===== src/rtl/core/tst_ram.sv =====
// Generic single-write, single-read RAM with registered read data.
module tst_ram #(
  parameter int WIDTH = 8,
  parameter int DEPTH = 16,
  localparam int AW = $clog2(DEPTH)
) (
  input  logic             clk_i,
  input  logic             we_i,
  input  logic [AW-1:0]    waddr_i,
  input  logic [WIDTH-1:0] wdata_i,
  input  logic             re_i,
  input  logic [AW-1:0]    raddr_i,
  output logic [WIDTH-1:0] rdata_o
);

  logic [WIDTH-1:0] mem_q [DEPTH];
  logic [WIDTH-1:0] rdata_q;

  // Write port
  always_ff @(posedge clk_i) begin
    if (we_i) begin
      mem_q[waddr_i] <= wdata_i;
    end
  end

  // Registered read port, holds data while not read
  always_ff @(posedge clk_i) begin
    if (re_i) begin
      rdata_q <= mem_q[raddr_i];
    end
  end

  assign rdata_o = rdata_q;

endmodule


===== config.mk =====
export PLATFORM = sky130hd
export DESIGN_NAME = tst_ram
export DESIGN_NICKNAME = d
export VERILOG_FILES = /design/src/rtl/core/tst_ram.sv
export SDC_FILE = /design/constraint.sdc
export NUM_CORES = 1
export LEC_CHECK = 0
export ABC_AREA = 0
export BUFFER_PORTS_ARGS = -buffer_cell sky130_fd_sc_hd__buf_2
export CAP_MARGIN = 20
export CORE_AREA = 2 2 178 136
export CTS_CLUSTER_SIZE = 16
export DETAILED_ROUTE_END_ITERATION = 6
export DIE_AREA = 0 0 180 138
export PLACE_DENSITY = 0.46
export RECOVER_POWER = 25
export SYNTH_ARGS = -nofsm -noshare
export SYNTH_HDL_FRONTEND = slang
export SYNTH_SLANG_ARGS = --single-unit

===== constraint.sdc =====
create_clock -name clk_i -period 5.7 [get_ports clk_i]
set_input_delay 1.14 -clock clk_i [delete_from_list [all_inputs] [get_ports clk_i]]
set_output_delay 1.14 -clock clk_i [all_outputs]
set_load 0.005 [all_outputs]

Word level (Yosys, flattened, before mapping)
Memories as Yosys holds them, arrays and structs flattened. A register that Yosys moved wholly into a read port is not among the register bits. Cells that the tools add are included.

Mux-type cells: 2.

Operators by type and width (number): $mux 1 (2).

RAM bits: 128. Register bits: 0. Output and inout port bits: 8. Memories kept: 1. Input bits: 19. Word-level logic and storage cells: 3.

Memory list: mem_q (words 16, bits a word 8, read ports 1, clocked after Yosys merged registers in 1, write ports 1, RTL line 16) `logic [WIDTH-1:0] mem_q [DEPTH];`.

Longest topological paths before layout
Gate-level depths: netlist (run 1).

Word-level depth: 2. Mapped depth: 5.

Worst setup path after synthesis (run 1)
No wires, ideal clock.

Path type: input to register. From: input port waddr_i[2]. To: memory mem_q[0][0] (enable). Library setup time: 0.383 ns. Buffers on the path: 0. Data arrival time: 2.250 ns. Slack: 3.067 ns. Stages: 2. Cells stage by stage: or3b_2 -> nor3_1.

RTL lines: start, declared (RTL line 9) `input logic [AW-1:0] waddr_i,`; end, declared (RTL line 16).

Straight into the memory's write port.

==> qor.yml, run 1 <==
timing:
  finalSetupTns_ns: 0
  fin_crit_sh_pct: 46.48
  finalHoldViolCount: 0
  rsz0062_at_grt: "no"
  worst_slew_pin_slew_ns: 1.007
  skew_ns: 0.007126
  slew_headroom_pct: 32.59
  period_minus_slack_ns: 2.650
  slew_viol_final: 0
  max_freq_mhz: 377.4
  worst_hold_slack_ns: 0.7562
  setup_viol: 0
global_route:
  first_global_vias: 2519
  grt_antenna_before_repair: 0
  grt_overflow: 0
  grt_max_degree: 33
  grt_pass1_wl_mm: 16.80
  grt_use_total_pct: 9.538
logic_synthesis:
  async_reset_ff_share_pct: 0
  ys.flop_type: "edfxtp_1"
  syn_area_per_cell_um2: 22.83
  synthesis.nets: 248
  synth_top_cell_area_share_pct: 78.12
  syn-cell-area_um2: 5228
  synth-edff-count: 136
  syn_inst: 229
  synthTopCellsByCount: "edfxtp_1 (136), mux4_2 (18), a22oi_1 (16)"
  yosysTopAreaCell: "edfxtp_1"
  yosys_warnings: 0
  ys_seq_area_share_pct: 78.12
  synth_cell_types: 18
  post-synth-top-count-cell: "edfxtp_1"
  yosys-top-cells-area: "edfxtp_1 (78%), mux4_2 (7.8%), mux4_1 (7.0%)"
  ys_ff_latch: 136
finish:
  fillers: 2301
  drive_above_1_share_pct: 27.21
  diodes: 0
  syn_to_final_growth_pct: 20.27
  fin_util_pct: 26.92
  nNetsFinal: 289
power:
  clockPowerShare_pct: 46.0
  internal_power_uw: 1812
  swShare_pct: 21.02
  power.switching_uw: 482.1
  power_density_nw_per_um2: 364.9
  vdd_drop_max_v: 0.0001906
  p_seq_share_pct: 49.4
  p_leak_uw: 0.002005
  p_comb_share_pct: 4.5
cts:
  root_buffer: "clkbuf_16"
  cts.path.max_buffers: 2
  post-cts-setup-buffers: 0
  tritoncts: "built"
  cts_buffers: 17
  insertion_delay_ns: 0.41
  cts_num_sinks: 136
  ctsResizeCount: 0
  cts_max_level: 4
  hold_buffers: 0
  path_clk_slew_ns: 0.06
place:
  place_congestion: 0.6922
  io_buffers: 26
  hpwl_mm: 7.320
setup_path:
  cpLargestDelayFamily: "buffers and inverters"
  critPathBufInv: 2
  worstRegToRegCells: 3
  setup.worst_path.end_class: "flip-flop"
  path_cells: "buf_2 > buf_12 > mux4_2 > a22oi_1 > nand2_1"
  slowest_delay_ns: 0.56
  reg2reg_setup_slack_ns: 4.21
  arrival_ns: 2.80
  crit_path_start_kind: "input port"
  slowest_stage: "mux4_2"
  r2r-end: "rdata_o[2]"
  critical_path_required_ns: 5.85
  r2r-start: "mem_q[5][2]"
  worstSetupPathType: "in -> reg"
  path_max_fanout: 17
route:
  viasPerCell: 4.124
  wl_per_cell_um: 19.43
  drc: 0
  drtPass1Iterations: 4
  antenna_left: 0
  wl_mm: 11.45
  vias: 2429
  drt-initial-drc-count: 184
floorplan:
  fp.dieArea_um2: 24840
  rows: 49
  die_y_um: 138
  coreArea_um2: 23360
  ios: 27
  die_x_um: 180
  initial_utilization_pct: 22.38
worst_hold_path:
  hold_end: "rdata_o[2]"
  hp-class: "reg -> reg"
  min_from: "mem_q[8][2]"
  min_path_cells: 3
job:
  drv_cap: 0
status:
  outcome: "finished clean"
-- power by group through the flow --
| stage | Clock [µW] | Combinational (µW) | Sequential [µW] |
|---|---|---|---|
| 3_5_place_dp | 0 | 107 | 1150 |
| 2_1_floorplan | 0 | 56.9 | 1150 |
| 4_1_cts | 1080 | 107 | 1130 |
| 5_1_grt | 1130 | 114 | 1140 |
| 3_3_place_gp | 0 | 104 | 1150 |
| 6_report | 1060 | 104 | 1130 |
-- stage by stage --
| stage | area [µm²] | instances | total power, µW | worst slack [ns] |
|---|---|---|---|---|
| finish | 6287 | 589 | 2294 | 3.050 |
| global route | 6287 | 589 | 2376 | 2.905 |
| CTS | 6284 | 588 | 2320 | 2.986 |
| detailed placement | 5704 | 556 | 1262 | 2.543 |
| global placement | 5684 | 555 | 1258 | 2.265 |
| floorplan | 5228 | 229 | 1209 | 3.067 |
-- flip-flops by register name (all words and copies together), names as in the netlist --
name     cells
rdata_o      8
mem_q      128
-- layer usage --
metal | global-route usage [%] | part of all wire (%) | vias to the layer above
li1 | - | - | 1068
met1 | 13.32 | 49 | 1302
met2 | 14.12 | 46 | 51
met3 | 2.766 | 4.1 | 8
met4 | 3.509 | 0.91 | 0
met5 | 0 | 0 | -
-- kinds of logic (layout without fill, tap and decap cells) --
logic type,Yosys count,in the layout,share of synthesized area (%)
DFF,136,136,78.12
buffers and inverters,10,64,1.651
and+or+nand+nor,35,35,3.136
AOI/OAI and AO/OA,16,16,2.298
muxes,32,32,14.79
-- worst max-delay path by stage --
| stage | start | endpoint | slack [ns] | cells after the start |
|---|---|---|---|---|
| 3_3_place_gp | raddr_i[0] | rdata_o[2] | 2.27 | 4 |
| 3_5_place_dp | raddr_i[0] | rdata_o[7] | 2.54 | 5 |
| 4_1_cts | raddr_i[0] | rdata_o[7] | 2.99 | 5 |
| 5_1_grt | raddr_i[0] | rdata_o[7] | 2.91 | 5 |
| 6_report | raddr_i[0] | rdata_o[7] | 3.05 | 5 |
| 2_1_floorplan | waddr_i[2] | mem_q[0][0] | 3.07 | 2 |
-- worst register-to-register path, cell delays in order, from the launching register on --
cell      delay [ns]
edfxtp_1        0.35
mux4_1          0.56
a22oi_1         0.25
nand2_1         0.08
-- cell type report --
cell class / instances / area (µm²) / area share (%)
Clock inverter: 15 / 153.9 / 2.448
Multi-Input combinational cell: 83 / 1057 / 16.82
Clock buffer: 17 / 425.4 / 6.766
Sequential cell: 136 / 4084 / 64.96
Tap cell: 306 / 382.9 / 6.090
Timing Repair Buffer: 32 / 183.9 / 2.925
-- cell usage in the layout (no fill, tap or decap), types with 6 or more instances in the layout --
cell type	n
edfxtp_1	136
buf_2	20
mux4_2	18
clkbuf_16	17
a22oi_1	16
mux4_1	14
nor2_1	13
nand2_1	9
clkbuf_1	6
(Power assumes the default switching activity.)
==> run 2: changes to the inputs <==
- clock period: 5.7 -> 2.6 ns (I/O delays scaled with it)
==> run 2 against run 1 <==
  * Power increased by 120%
  * Utilization increased by 0.63 points
  * Largest cell class unchanged
  * Global-route usage about the same
  * Combinational power increased by 120%
  * Clock power increased by 130%
  * Final cell count increased by 2.9%
==> qor.yml, run 2 (same netlist as run 1, synthesis figures left out) <==
power:
  p_leak_uw: 0.002112
  totalPowerFinal_uw: 5137
  vdd_drop_max_v: 0.0004420
  power_density_nw_per_um2: 798.3
setup_path:
  cpLargestDelayFamily: "multiplexers"
  worstSetupPathType: "in -> reg"
  critPathBufInv: 2
  path_max_fanout: 21
  setup.worst_path.end_class: "flip-flop"
  slowest_stage: "mux4_1"
  crit_path_start_kind: "input port"
  critical_path_required_ns: 2.76
  slowest_delay_ns: 0.58
  path_depth: 5
  worstRegToRegCells: 3
  path_cells: "buf_2 > buf_12 > mux4_1 > a22oi_1 > nand2_1"
  arrival_ns: 1.89
timing:
  max_freq_mhz: 579.1
  worst_slew_pin_slew_ns: 0.6371
  slew_headroom_pct: 57.53
  slew_viol_final: 0
  rsz0062_at_grt: "no"
  finalHoldViolCount: 0
  skew_ns: 0.005524
  setup_viol: 0
  fin_crit_sh_pct: 66.42
  period_minus_slack_ns: 1.727
  finalSetupTns_ns: 0
finish:
  fin_util_pct: 27.55
  multi_input_area_um2: 1057
  drive_above_1_share_pct: 31.33
  final_common_cell: "edfxtp_1"
  diodes: 0
  mostFrequentLayoutCells: "edfxtp_1 (136), buf_4 (22), buf_2 (21)"
  syn_to_final_growth_pct: 23.10
  nNetsFinal: 306
  largest_register_ffs: 128
  top_register: "mem_q"
  seqCellArea_um2: 4084
  fillers: 2305
route:
  drc: 0
  wl_per_cell_um: 18.34
  antenna_left: 0
  drt-initial-drc-count: 162
  drtPass1Iterations: 4
  viasPerCell: 4.059
  vias: 2460
  wl_mm: 11.12
global_route:
  grt_overflow: 0
  first_global_vias: 2659
  grt_use_total_pct: 9.518
  grt_antenna_before_repair: 0
  grt_pass1_wl_mm: 17.02
  grt_max_degree: 22
cts:
  cts_max_level: 4
  hold_buffers: 0
  root_buffer: "clkbuf_16"
  cts_num_sinks: 136
  cts_buffers: 17
  tritoncts: "built"
  insertion_delay_ns: 0.41
  ctsResizeCount: 0
  post-cts-setup-buffers: 0
  cts.path.max_buffers: 2
  path_clk_slew_ns: 0.06
worst_hold_path:
  min_path_cells: 1
  hp-class: "in -> reg"
place:
  place_congestion: 0.6866
  hpwl_mm: 7.431
  io_buffers: 26
status:
  outcome: "finished clean"
floorplan:
  rows: 49
  die_x_um: 180
  die_y_um: 138
  ios: 27
  coreArea_um2: 23360
  fp.dieArea_um2: 24840
  initial_utilization_pct: 22.38
job:
  drv_cap: 0
## run 2: cell types whose count changed in the layout (fill, tap and decap cells not counted)
cell	before	now
buf_4	4	22
clkinvlp_4	4	2
buf_2	20	21
buf_6	1	0
bufinv_16	2	3
clkinv_2	4	3
inv_6	2	3
## run 2: path summary, 6_finish.rpt
path	startpoint	endpoint	slack (ns)
setup / recovery	raddr_i[0]	rdata_o[3]	0.87
hold / removal	re_i	rdata_o[2]	0.49
setup reg to reg	mem_q[1][3]	rdata_o[3]	1.10
hold reg to reg	mem_q[8][2]	rdata_o[2]	0.76
## run 2: metrics by stage
stage / instance area (µm²) / setup slack [ns] / std cells / hold WS [ns]
detailed placement: 5839 / 0.3780 / 574 / 0.7468
floorplan: 5228 / 0.5871 / 229 / 0.6189
finish: 6435 / 0.8731 / 606 / 0.4871
global route: 6435 / 0.7965 / 606 / 0.4717
CTS: 6441 / 0.8280 / 606 / 0.4703
global placement: 5839 / 0.3841 / 574 / 0.7246
## run 2: report_power, final
group	switching [µW]	internal [µW]	total [µW]
clock	908	1520	2420
sequential	13.8	2470	2480
combinational	131	97.0	228
total	1050	4080	5140
## run 2: worst reg2reg max path: stages, from the launching register on
cell      delay (ns)
edfxtp_1        0.37
mux4_1          0.52
a22oi_1         0.28
nand2_1         0.08
## run 2: layout make-up
class / instances / share of cell area (%)
sequential: 136 / 63.46
timing repair buffer: 49 / 4.803
multi-input combinational: 83 / 16.43
clock buffer: 18 / 6.669
tap: 306 / 5.950
clock inverter: 14 / 2.683
## run 2: metal layers
metal  share of wire [%]  track usage, %  up-vias  wire length, µm
li1                    -               -     1097                -
met1                  52           13.73     1320             5779
met2                  44           13.47       33             4896
met3                 2.9           2.845       10              324
met4                 1.0           3.594        0              115
met5                   0               0        -                0
